--- config.mk ---
export PLATFORM = sky130hd
export DESIGN_NAME = csv_record_tokenizer_top
export DESIGN_NICKNAME = d
export VERILOG_FILES = /design/src/design/csvt_pkg.sv /design/src/design/csvt_core.sv /design/src/design/csvt_out.sv /design/src/design/csv_record_tokenizer_top.sv
export SDC_FILE = /design/constraint.sdc
export NUM_CORES = 1
export LEC_CHECK = 0
export BUFFER_PORTS_ARGS = -buffer_cell sky130_fd_sc_hd__buf_4
export CORE_MARGIN = 4
export CORE_UTILIZATION = 41
export CTS_BUF_LIST = sky130_fd_sc_hd__clkbuf_8
export CTS_CLUSTER_DIAMETER = 150
export DETAILED_ROUTE_END_ITERATION = 10
export HOLD_SLACK_MARGIN = 0.1
export SLEW_MARGIN = 30
export SYNTH_ARGS = -nofsm -noshare
export SYNTH_HDL_FRONTEND = slang
export SYNTH_SLANG_ARGS = --single-unit
--- constraint.sdc ---
create_clock -name clk_i -period 23.3 [get_ports clk_i]
set_input_delay 2.33 -clock clk_i [delete_from_list [all_inputs] [get_ports clk_i]]
set_output_delay 2.33 -clock clk_i [all_outputs]
set_load 0.01 [all_outputs]
--- src/design/csvt_pkg.sv ---
// shared types, constants and codes of the csv record tokenizer
package csvt_pkg;

  localparam int unsigned LINE_W = 32;

  localparam logic [7:0] CH_NUL   = 8'h00;
  localparam logic [7:0] CH_LF    = 8'h0A;
  localparam logic [7:0] CH_CR    = 8'h0D;
  localparam logic [7:0] CH_QUOTE = 8'h22;
  localparam logic [7:0] CH_COMMA = 8'h2C;
  localparam logic [7:0] BOM_B0   = 8'hEF;
  localparam logic [7:0] BOM_B1   = 8'hBB;
  localparam logic [7:0] BOM_B2   = 8'hBF;

  typedef enum logic {
    OP_BYTE,
    OP_END
  } op_e;

  typedef enum logic [1:0] {
    CFG_COL_LIMIT,
    CFG_ROW_LIMIT,
    CFG_BYTE_LIMIT
  } cfg_idx_e;

  typedef enum logic [1:0] {
    BOM_START,
    BOM_EF,
    BOM_EFBB,
    BOM_DONE
  } bom_e;

  typedef enum logic [1:0] {
    MODE_PLAIN,
    MODE_QUOTED,
    MODE_QUOTE_SEEN,
    MODE_CLOSED
  } mode_e;

  typedef enum logic [1:0] {
    CRP_NONE,
    CRP_SKIP_LF,
    CRP_QUOTED_LF
  } crp_e;

  typedef enum logic [1:0] {
    KIND_BYTE,
    KIND_FIELD_END,
    KIND_RECORD_END,
    KIND_ERROR
  } kind_e;

  typedef enum logic [3:0] {
    ERR_HEADER,
    ERR_SHAPE,
    ERR_ROWS,
    ERR_BYTES,
    ERR_NUL,
    ERR_AFTER_QUOTE,
    ERR_STRAY_QUOTE,
    ERR_COLUMNS,
    ERR_OPEN_QUOTE,
    ERR_NO_HEADER
  } err_e;

  typedef struct packed {
    logic [9:0]  col_limit;
    logic [31:0] row_limit;
    logic [31:0] byte_limit;
  } cfg_t;

  typedef struct packed {
    bom_e              bom;
    mode_e             mode;
    logic              fld_open;
    logic              nonempty;
    crp_e              crp;
    logic [LINE_W-1:0] line;
    logic [LINE_W-1:0] rec_line;
    logic [10:0]       cols;
    logic [10:0]       hdr_w;
    logic              hdr_empty;
    logic [31:0]       rows;
    logic [31:0]       bytes;
    logic              failed;
  } st_t;

  localparam st_t ST_RESET = '{
    bom:       BOM_START,
    mode:      MODE_PLAIN,
    fld_open:  1'b0,
    nonempty:  1'b0,
    crp:       CRP_NONE,
    line:      LINE_W'(1),
    rec_line:  LINE_W'(1),
    cols:      11'd0,
    hdr_w:     11'd0,
    hdr_empty: 1'b0,
    rows:      32'd0,
    bytes:     32'd0,
    failed:    1'b0
  };

  typedef struct packed {
    kind_e       kind;
    logic [7:0]  field_byte;
    logic        is_header;
    logic [31:0] row_index;
    logic [31:0] first_line;
    logic [31:0] last_line;
    logic [10:0] field_count;
    err_e        error_code;
  } res_t;

  // results of one request: replayed mark bytes first, then at most one parsed result
  typedef struct packed {
    logic [1:0] rep_cnt;
    logic       vld;
    res_t       res;
  } batch_t;

endpackage

--- src/design/csvt_core.sv ---
// parser state and single-pass step logic of the csv record tokenizer
module csvt_core
  import csvt_pkg::*;
(
  input  logic       clk_i,
  input  logic       rst_ni,
  input  logic       load_i,
  input  op_e        op_i,
  input  logic [7:0] byte_i,
  input  cfg_t       cfg_i,
  output batch_t     batch_o
);

  typedef struct packed {
    st_t  st;
    logic vld;
    res_t res;
    logic ok;
  } ev_t;

  st_t        state_q;
  st_t        state_d;
  ev_t        e;
  logic       do_parse;
  logic [1:0] rep;

  function automatic res_t emit(st_t s, kind_e k, logic [7:0] b, err_e code);
    res_t r;
    r.kind        = k;
    r.field_byte  = b;
    r.is_header   = (s.hdr_w == 11'd0);
    r.row_index   = s.rows;
    r.first_line  = 32'(s.rec_line);
    r.last_line   = 32'(s.line);
    r.field_count = s.cols;
    r.error_code  = code;
    return r;
  endfunction

  function automatic ev_t quiet(st_t s);
    ev_t r;
    r.st  = s;
    r.vld = 1'b0;
    r.res = '0;
    r.ok  = 1'b1;
    return r;
  endfunction

  function automatic ev_t raise(st_t s, err_e code);
    ev_t r;
    r.st        = s;
    r.st.failed = 1'b1;
    r.vld       = 1'b1;
    r.res       = emit(s, KIND_ERROR, 8'h00, code);
    r.ok        = 1'b0;
    return r;
  endfunction

  // ERR_HEADER stands for the zero code of non-error results
  function automatic ev_t content(st_t s, logic [7:0] c);
    ev_t r;
    r          = quiet(s);
    r.st.nonempty = 1'b1;
    r.vld      = 1'b1;
    r.res      = emit(r.st, KIND_BYTE, c, ERR_HEADER);
    return r;
  endfunction

  function automatic st_t bump_line(st_t s);
    st_t r;
    r = s;
    if (s.line != {LINE_W{1'b1}}) begin
      r.line = s.line + LINE_W'(1);
    end
    return r;
  endfunction

  function automatic st_t end_field(st_t s);
    st_t r;
    r = s;
    if (s.cols != 11'h7ff) begin
      r.cols = s.cols + 11'd1;
    end
    if (s.hdr_w == 11'd0 && !s.nonempty) begin
      r.hdr_empty = 1'b1;
    end
    r.fld_open = 1'b0;
    r.nonempty = 1'b0;
    r.mode     = MODE_PLAIN;
    return r;
  endfunction

  function automatic ev_t on_comma(st_t s, cfg_t cfg);
    ev_t  r;
    st_t  t;
    t = end_field(s);
    if (t.cols > {1'b0, cfg.col_limit}) begin
      r = raise(t, ERR_COLUMNS);
    end else begin
      r     = quiet(t);
      r.vld = 1'b1;
      r.res = emit(t, KIND_FIELD_END, 8'h00, ERR_HEADER);
    end
    return r;
  endfunction

  function automatic ev_t close_rec(st_t s, cfg_t cfg);
    ev_t r;
    st_t t;
    t = end_field(s);
    if (t.hdr_w == 11'd0) begin
      if (t.cols > {1'b0, cfg.col_limit} || t.hdr_empty) begin
        r = raise(t, ERR_HEADER);
      end else begin
        r          = quiet(t);
        r.vld      = 1'b1;
        r.res      = emit(t, KIND_RECORD_END, 8'h00, ERR_HEADER);
        r.st.hdr_w = t.cols;
        r.st.cols  = 11'd0;
      end
    end else if (t.cols != t.hdr_w) begin
      r = raise(t, ERR_SHAPE);
    end else if (t.rows >= cfg.row_limit) begin
      r = raise(t, ERR_ROWS);
    end else begin
      r         = quiet(t);
      r.vld     = 1'b1;
      r.res     = emit(t, KIND_RECORD_END, 8'h00, ERR_HEADER);
      r.st.rows = t.rows + 32'd1;
      r.st.cols = 11'd0;
    end
    return r;
  endfunction

  function automatic ev_t on_line_end(st_t s, logic [7:0] c, cfg_t cfg);
    ev_t r;
    r = close_rec(s, cfg);
    if (r.ok) begin
      r.st          = bump_line(r.st);
      r.st.rec_line = r.st.line;
      r.st.crp      = (c == CH_CR) ? CRP_SKIP_LF : CRP_NONE;
    end
    return r;
  endfunction

  function automatic ev_t parse_byte(st_t s, logic [7:0] c, cfg_t cfg);
    ev_t  r;
    crp_e pend;
    logic done;
    r      = quiet(s);
    pend   = s.crp;
    done   = 1'b0;
    r.st.crp = CRP_NONE;
    if (c == CH_LF && pend == CRP_SKIP_LF) begin
      done = 1'b1;
    end else if (c == CH_LF && pend == CRP_QUOTED_LF && s.mode == MODE_QUOTED) begin
      r    = content(r.st, c);
      done = 1'b1;
    end else if (s.mode == MODE_QUOTE_SEEN) begin
      if (c == CH_QUOTE) begin
        r         = content(r.st, c);
        r.st.mode = MODE_QUOTED;
        done      = 1'b1;
      end else begin
        r.st.mode = MODE_CLOSED;
      end
    end
    if (!done) begin
      case (r.st.mode)
        MODE_QUOTED: begin
          if (c == CH_QUOTE) begin
            r.st.mode = MODE_QUOTE_SEEN;
          end else if (c == CH_CR) begin
            r        = content(r.st, c);
            r.st     = bump_line(r.st);
            r.st.crp = CRP_QUOTED_LF;
          end else begin
            r = content(r.st, c);
            if (c == CH_LF) begin
              r.st = bump_line(r.st);
            end
          end
        end
        MODE_CLOSED: begin
          if (c == CH_COMMA) begin
            r = on_comma(r.st, cfg);
          end else if (c == CH_CR || c == CH_LF) begin
            r = on_line_end(r.st, c, cfg);
          end else begin
            r = raise(r.st, ERR_AFTER_QUOTE);
          end
        end
        default: begin
          if (c == CH_QUOTE) begin
            if (!r.st.fld_open) begin
              r.st.mode     = MODE_QUOTED;
              r.st.fld_open = 1'b1;
            end else begin
              r = raise(r.st, ERR_STRAY_QUOTE);
            end
          end else if (c == CH_COMMA) begin
            r = on_comma(r.st, cfg);
          end else if (c == CH_CR || c == CH_LF) begin
            r = on_line_end(r.st, c, cfg);
          end else begin
            r.st.fld_open = 1'b1;
            r = content(r.st, c);
          end
        end
      endcase
    end
    return r;
  endfunction

  // replayed mark bytes land in a fresh plain field as content
  function automatic st_t replay(st_t s);
    st_t r;
    r          = s;
    r.fld_open = 1'b1;
    r.nonempty = 1'b1;
    r.crp      = CRP_NONE;
    return r;
  endfunction

  function automatic ev_t end_input(st_t s, cfg_t cfg);
    ev_t r;
    r        = quiet(s);
    r.st.crp = CRP_NONE;
    if (r.st.mode == MODE_QUOTE_SEEN) begin
      r.st.mode = MODE_CLOSED;
    end
    if (r.st.mode == MODE_QUOTED) begin
      r = raise(r.st, ERR_OPEN_QUOTE);
    end else if (r.st.mode == MODE_CLOSED || r.st.fld_open || r.st.cols != 11'd0 ||
                 r.st.nonempty) begin
      r = close_rec(r.st, cfg);
    end else if (r.st.hdr_w == 11'd0) begin
      r = raise(r.st, ERR_NO_HEADER);
    end
    return r;
  endfunction

  always_comb begin
    e        = quiet(state_q);
    do_parse = 1'b0;
    rep      = 2'd0;
    if (!state_q.failed) begin
      if (op_i == OP_END) begin
        if (e.st.bom == BOM_EF || e.st.bom == BOM_EFBB) begin
          rep  = (e.st.bom == BOM_EFBB) ? 2'd2 : 2'd1;
          e.st = replay(e.st);
        end
        e.st.bom = BOM_DONE;
        e        = end_input(e.st, cfg_i);
      end else if (e.st.bytes >= cfg_i.byte_limit) begin
        e = raise(e.st, ERR_BYTES);
      end else begin
        e.st.bytes = e.st.bytes + 32'd1;
        if (byte_i == CH_NUL) begin
          e = raise(e.st, ERR_NUL);
        end else begin
          case (e.st.bom)
            BOM_START: begin
              if (byte_i == BOM_B0) begin
                e.st.bom = BOM_EF;
              end else begin
                e.st.bom = BOM_DONE;
                do_parse = 1'b1;
              end
            end
            BOM_EF: begin
              if (byte_i == BOM_B1) begin
                e.st.bom = BOM_EFBB;
              end else begin
                rep      = 2'd1;
                e.st     = replay(e.st);
                e.st.bom = BOM_DONE;
                do_parse = 1'b1;
              end
            end
            BOM_EFBB: begin
              if (byte_i == BOM_B2) begin
                e.st.bom = BOM_DONE;
              end else begin
                rep      = 2'd2;
                e.st     = replay(e.st);
                e.st.bom = BOM_DONE;
                do_parse = 1'b1;
              end
            end
            default: begin
              do_parse = 1'b1;
            end
          endcase
        end
      end
    end
    if (do_parse) begin
      e = parse_byte(e.st, byte_i, cfg_i);
    end
    state_d         = e.st;
    batch_o.rep_cnt = rep;
    batch_o.vld     = e.vld;
    batch_o.res     = e.res;
  end

  always_ff @(posedge clk_i or negedge rst_ni) begin
    if (!rst_ni) begin
      state_q <= ST_RESET;
    end else if (load_i) begin
      state_q <= state_d;
    end
  end

endmodule

--- src/design/csvt_out.sv ---
// result register that hands out the results of one request one per cycle while the receiver is ready
module csvt_out
  import csvt_pkg::*;
(
  input  logic   clk_i,
  input  logic   rst_ni,
  input  logic   load_i,
  input  batch_t batch_i,
  input  logic   ready_i,
  output logic   valid_o,
  output logic   last_o,
  output res_t   res_o
);

  logic [1:0] rep_cnt_q;
  logic       rep_bb_q;
  logic       main_vld_q;
  res_t       main_q;
  res_t       rep_res;

  // mark bytes only replay at stream start, so their context is the reset one
  always_comb begin
    rep_res.kind        = KIND_BYTE;
    rep_res.field_byte  = rep_bb_q ? BOM_B1 : BOM_B0;
    rep_res.is_header   = 1'b1;
    rep_res.row_index   = ST_RESET.rows;
    rep_res.first_line  = 32'(ST_RESET.rec_line);
    rep_res.last_line   = 32'(ST_RESET.line);
    rep_res.field_count = ST_RESET.cols;
    rep_res.error_code  = ERR_HEADER;
  end

  assign valid_o = (rep_cnt_q != 2'd0) || main_vld_q;
  assign last_o  = (rep_cnt_q == 2'd1 && !main_vld_q) || (rep_cnt_q == 2'd0 && main_vld_q);
  assign res_o   = (rep_cnt_q != 2'd0) ? rep_res : main_q;

  always_ff @(posedge clk_i or negedge rst_ni) begin
    if (!rst_ni) begin
      rep_cnt_q  <= 2'd0;
      rep_bb_q   <= 1'b0;
      main_vld_q <= 1'b0;
    end else if (load_i) begin
      rep_cnt_q  <= batch_i.rep_cnt;
      rep_bb_q   <= 1'b0;
      main_vld_q <= batch_i.vld;
    end else if (valid_o && ready_i) begin
      if (rep_cnt_q != 2'd0) begin
        rep_cnt_q <= rep_cnt_q - 2'd1;
        rep_bb_q  <= 1'b1;
      end else begin
        main_vld_q <= 1'b0;
      end
    end
  end

  always_ff @(posedge clk_i) begin
    if (load_i) begin
      main_q <= batch_i.res;
    end
  end

endmodule

--- src/design/csv_record_tokenizer_top.sv ---
// top level of the csv record tokenizer: input register, config registers, core, result stage
//
// CSV tokenizer that takes one request per cycle while the output is ready: a source byte or
// an end-of-input marker (tuser bit 0 set). Each request goes from the input register through
// one pass of parse logic into the result register, and waits in the input register until
// the result register is empty or its last result leaves. Requests that yield at most one
// result stream at one per cycle while the output is ready; a request that yields k results
// stalls the input side while the result register hands them out one per cycle, which only
// happens when a partial byte-order mark is replayed as data (up to three results). The first
// record is the header; the first error is reported with tlast set and afterwards the block
// drops every request silently until reset. Limits are to be written on the cfg port while
// idle; the block does not enforce this. There is no clearing pass after reset.
module csv_record_tokenizer_top
  import csvt_pkg::*;
(
  input  logic         clk_i,
  input  logic         rst_ni,
  // config write port
  input  logic         cfg_we_i,
  input  logic [1:0]   cfg_idx_i,
  input  logic [31:0]  cfg_data_i,
  // request stream
  input  logic         s_axis_tvalid,
  output logic         s_axis_tready,
  input  logic [7:0]   s_axis_tdata,   // source_byte
  input  logic [0:0]   s_axis_tuser,   // operation
  // result stream
  output logic         m_axis_tvalid,
  input  logic         m_axis_tready,
  // field_byte, row_index, first_line, last_line, field_count, error_code, zero pad
  output logic [119:0] m_axis_tdata,
  output logic [2:0]   m_axis_tuser,   // kind, is_header
  output logic         m_axis_tlast
);

  // config registers
  cfg_t cfg_q;

  // input register
  logic       in_vld_q;
  op_e        in_op_q;
  logic [7:0] in_byte_q;

  logic   load;
  logic   out_last;
  batch_t batch;
  res_t   res;

  always_ff @(posedge clk_i or negedge rst_ni) begin
    if (!rst_ni) begin
      cfg_q.col_limit  <= 10'd256;
      cfg_q.row_limit  <= 32'd1000000;
      cfg_q.byte_limit <= 32'd67108864;
    end else if (cfg_we_i) begin
      case (cfg_idx_i)
        CFG_COL_LIMIT:  cfg_q.col_limit  <= cfg_data_i[9:0];
        CFG_ROW_LIMIT:  cfg_q.row_limit  <= cfg_data_i;
        CFG_BYTE_LIMIT: cfg_q.byte_limit <= cfg_data_i;
        default: begin
          // unused index, write dropped
        end
      endcase
    end
  end

  // the held request moves on once the result register is empty or its last result leaves
  assign load          = in_vld_q && (!m_axis_tvalid || (m_axis_tready && out_last));
  assign s_axis_tready = !in_vld_q || load;

  always_ff @(posedge clk_i or negedge rst_ni) begin
    if (!rst_ni) begin
      in_vld_q <= 1'b0;
    end else if (s_axis_tvalid && s_axis_tready) begin
      in_vld_q <= 1'b1;
    end else if (load) begin
      in_vld_q <= 1'b0;
    end
  end

  always_ff @(posedge clk_i) begin
    if (s_axis_tvalid && s_axis_tready) begin
      in_op_q   <= op_e'(s_axis_tuser[0]);
      in_byte_q <= s_axis_tdata;
    end
  end

  csvt_core u_core (
    .clk_i   (clk_i),
    .rst_ni  (rst_ni),
    .load_i  (load),
    .op_i    (in_op_q),
    .byte_i  (in_byte_q),
    .cfg_i   (cfg_q),
    .batch_o (batch)
  );

  csvt_out u_out (
    .clk_i   (clk_i),
    .rst_ni  (rst_ni),
    .load_i  (load),
    .batch_i (batch),
    .ready_i (m_axis_tready),
    .valid_o (m_axis_tvalid),
    .last_o  (out_last),
    .res_o   (res)
  );

  assign m_axis_tlast = out_last;
  assign m_axis_tuser = {res.is_header, res.kind};
  assign m_axis_tdata = {1'b0, res.error_code, res.field_count, res.last_line,
                         res.first_line, res.row_index, res.field_byte};

`ifndef SYNTHESIS
  // an error ends its request and nothing follows it until reset
  a_error_is_final: assert property (@(posedge clk_i) disable iff (!rst_ni)
    (m_axis_tvalid && m_axis_tready && m_axis_tuser[1:0] == KIND_ERROR)
    |-> m_axis_tlast)
    else $error("error result not marked last");

  a_silent_after_error: assert property (@(posedge clk_i) disable iff (!rst_ni)
    (m_axis_tvalid && m_axis_tready && m_axis_tuser[1:0] == KIND_ERROR)
    |=> !m_axis_tvalid)
    else $error("result after error");

  a_batch_shows: assert property (@(posedge clk_i) disable iff (!rst_ni)
    (load && (batch.vld || batch.rep_cnt != 2'd0)) |=> m_axis_tvalid)
    else $error("loaded results not presented");

  a_record_has_fields: assert property (@(posedge clk_i) disable iff (!rst_ni)
    (m_axis_tvalid && m_axis_tuser[1:0] == KIND_RECORD_END) |-> (m_axis_tdata[114:104] != 11'd0))
    else $error("record end with no fields");
`endif

endmodule
==> qor.log <==
qor: drt.routed_via_density 5.758
qor: worst_setup_path.cpPeakStageDelay 800 ps
qor: worst_setup_path.critPathRequiredTime 23820 ps
qor: yosys.avgSynthCellArea 9.495 µm²
qor: grt.maximum_number_of_pins_on_one_net_before_global_route_repair 160
qor: yosys.mappedNetlistNets 2677
qor: placement.postPlaceCellArea 0.02577 mm²
qor: yosys.number_of_flops_mapped_to_enable_cells_by_yosys 131
qor: yosys.adder_cell_share_of_the_synthesized_area 6.911%
qor: clock_network.cts_max_level 3
qor: sta.report.final.setup_viol 0
qor: sta.grt_setup_unrepaired no
qor: outcome.status finished clean
qor: clock_network.tritoncts yes
qor: yosys.yosys.area_share.xor_xnor 6.183%
qor: placement.io_buffers 172
qor: yosys.yosysWarnings 0
qor: yosys.syn-cell-area 0.02372 mm²
qor: pwr.max-vdd-ir-drop 0.05427 mV
qor: worst_setup_path.worstPathMaxFanout 30
qor: placement.finalWeightedCongestion 0.9642
qor: drt.antenna_left 0
qor: finish.final_layout_size_suffix_gt1_share 16.00%
qor: clock_network.cts_buffer_depth 3
qor: job.max_cap_violations 0
qor: sta.fin_crit 10710 ps
qor: finish.design.final.nets 2829
qor: drt.remaining_drc_errors 0
qor: grt.antenna_found_initial 2
qor: sta.timing_worst_slew_pin_value 984.1 ps
qor: yosys.synth-compound-area-share 13.44%
qor: worst_setup_path.crit_path_top_delay_cell sky130_fd_sc_hd__dfrtp_1
qor: sta.hold-worst-slack 478.8 ps
qor: placement.placed_cells_incl_taps 3332
qor: pwr.power_per_cell_area 91.66 mW/mm²
qor: grt.groute.usage.overall 24.15%
qor: drt.detailedRoute.firstIterationViolations 1459
qor: worst_setup_path.critPathLaunchType flip-flop
qor: clock_network.tritoncts_num_sinks 370
qor: clock_network.setup_fix_bufs_post_cts 0
qor: yosys.synth-async-reset-ratio 64.59%
qor: finish.final_core_utilization 47.88%
qor: clock_network.hold_fix_buffers_cts 0
qor: finish.final_area 0.02720 mm²
qor: sta.final.setup.tns 0 ps
qor: sta.fmax 93.34 MHz
qor: finish.layout_common_cells sky130_fd_sc_hd__nand2_1, sky130_fd_sc_hd__dfrtp_1, sky130_fd_sc_hd__buf_4
qor: sta.min_period_over_period 45.98%
qor: sta.hold_viol 0
qor: yosys.synth-seq-cells 370
qor: drt.route.detailed.wl_per_inst 22.06 µm
qor: drt.vias 19940
qor: grt.globalRoute.totalOverflow 0
qor: finish.count_of_placed_standard_cells_in_the_final_layout_fillers_left_out 3463
qor: yosys.gate_count_of_the_mapped_netlist 2498
qor: yosys.post_synth_and_or_nand_nor_area_fraction 22.10%
qor: clock_network.cts.clk_slew.worst_paths 60 ps
qor: floorplan.die_width 248.5 µm
qor: finish.flow.area_growth_from_synthesis 14.70%
qor: clock_network.root_buffer sky130_fd_sc_hd__clkbuf_8
qor: clock_network.clk_latency 680 ps
qor: pwr.power.static_leakage 0.01204 µW
qor: floorplan.rows 87
qor: yosys.yosys_most_used_dff sky130_fd_sc_hd__dfrtp_1
qor: yosys.synthDominantCellAreaShare 24.06%
qor: yosys.synth.area.top_cells sky130_fd_sc_hd__dfrtp_1, sky130_fd_sc_hd__edfxtp_1, sky130_fd_sc_hd__ha_1
qor: yosys.synth.largest_area_cell sky130_fd_sc_hd__dfrtp_1
qor: worst_setup_path.criticalPathCategory flip-flop to flip-flop
qor: grt.grt_pass1_vias 19610
qor: yosys.synth_top_family_by_area simple AND/OR/NAND/NOR gates
qor: floorplan.start_util 41.74%
qor: sta.report.final.slew_viol_count 0
qor: finish.num_antenna_cells 0
qor: yosys.synth_mux_area_share 5.238%
qor: yosys.ys_seq_area_share 41.86%
qor: sta.timing.clock.skew 50.92 ps
qor: sta.worst_slew_margin_rel 32.70%
qor: grt.global_route_wire_length_before_repair 118.5 mm
qor: finish.fillerInstances 5469
qor: clock_network.post_cts.resized_instances 0
qor: floorplan.top_level_ports 174
qor: worst_hold_path.min_path_type flip-flop to flip-flop
qor: worst_setup_path.worst_setup_path_end_kind flip-flop
qor: yosys.yosys.cell_types.count 95
qor: floorplan.dieHeight 248.5 µm
qor: placement.dpl.hpwl 56.46 mm
qor: floorplan.total_die_area 0.06176 mm²
qor: drt.routed_wl 76.41 mm
qor: drt.drtPass1Iterations 6
qor: worst_setup_path.worst-endpoint-arrival 11240 ps
qor: clock_network.clock_buffers_created_by_tritoncts 70
qor: worst_setup_path.critical-path-top-cell-by-count sky130_fd_sc_hd__o21a_1
qor: finish.layout_commonest_cell sky130_fd_sc_hd__nand2_1
qor: floorplan.coreArea 0.05682 mm²
-- path summary, 6_finish.rpt --
check / start / end / slack (ps) / cells past startpoint
hold / removal: u_core.state_q[99] / u_core.state_q[99] / 480 / 1
hold reg to reg: u_core.state_q[99] / u_core.state_q[99] / 480 / 1
min in group asynchronous: rst_ni / u_core.state_q[86] / 1690 / 1
setup reg to reg: u_core.state_q[79] / u_core.state_q[121] / 12590 / 35
max in group asynchronous: rst_ni / cfg_q[20] / 20200 / 3
setup / recovery: u_core.state_q[79] / u_core.state_q[121] / 12590 / 35
-- routing by layer --
| layer | GRT usage, % | wire [µm] | up-vias |
|---|---|---|---|
| met4 | 8.190 | 2428 | 0 |
| met1 | 34.11 | 35050 | 9825 |
| met5 | 0 | 0 | - |
| met3 | 4.650 | 4883 | 118 |
| li1 | - | - | 9288 |
| met2 | 37.40 | 34040 | 709 |
-- logic make-up (layout without fill, tap and decap cells) --
| group | after synthesis | count (layout) |
|---|---|---|
| AOI/OAI and AO/OA | 481 | 481 |
| xor gates and xnor gates | 165 | 165 |
| adders and majority gates | 131 | 131 |
| buffers and inverters | 254 | 463 |
| DFF | 370 | 370 |
| muxes | 111 | 111 |
| other | 1 | 1 |
| and+or+nand+nor | 985 | 985 |
-- flip-flops by register name, indices dropped and copies added (netlist names) --
name	count
u_core.state_q	160
u_out.main_q	122
cfg_q	74
in_byte_q	8
u_out.rep_cnt_q	2
in_op_q	1
in_vld_q	1
u_out.main_vld_q	1
u_out.rep_bb_q	1
-- synthesized netlist by cell type, drive strengths merged, types with 15 or more instances --
cell type / count
and4: 18
and3: 45
inv: 132
nand2b: 27
a21oi: 108
and2: 134
xor2: 59
a211oi: 16
nand3: 99
ha: 131
dfrtp: 228
o21ai: 126
buf: 31
mux2: 105
a22oi: 15
nand4: 64
o211ai: 21
clkbuf: 91
o31ai: 23
a21o: 35
nor2b: 88
nor2: 141
xnor2: 105
nor3: 49
nor4: 29
edfxtp: 131
nand2: 238
-- report_power, final --
group | switching, µW | leakage [µW] | internal [µW] | total [µW]
registers | 77.6 | 0.00438 | 827 | 905
clock network | 292 | 0.000788 | 344 | 635
logic | 579 | 0.00687 | 375 | 953
total | 948 | 0.0120 | 1550 | 2490
-- area by class of cell --
class                   instances  area (µm²)  share of cell area (%)
clock buffers                  75        1032                   3.794
clock inverters                54       345.3                   1.269
inverters                     132       500.5                   1.840
multi-input cells            1874       12870                   47.31
flip-flops and latches        370        9928                   36.50
well taps                     756       945.9                   3.477
repair buffers                202        1580                   5.809
-- worst max-delay path: cells and delay by family (launching register included) --
family / cells / cell delay, ps
simple gates: 15 / 5270
compound gates: 15 / 2640
fa+ha+maj: 3 / 1190
flops: 1 / 800
mux: 2 / 640
-- per-stage QoR --
stage,setup slack (ps),power (µW)
2_1_floorplan,15380,1468
3_3_place_gp,12810,1854
3_5_place_dp,12950,1860
4_1_cts,12810,2510
5_1_grt,11860,2646
6_report,12590,2493
(Power assumes the default switching activity.)
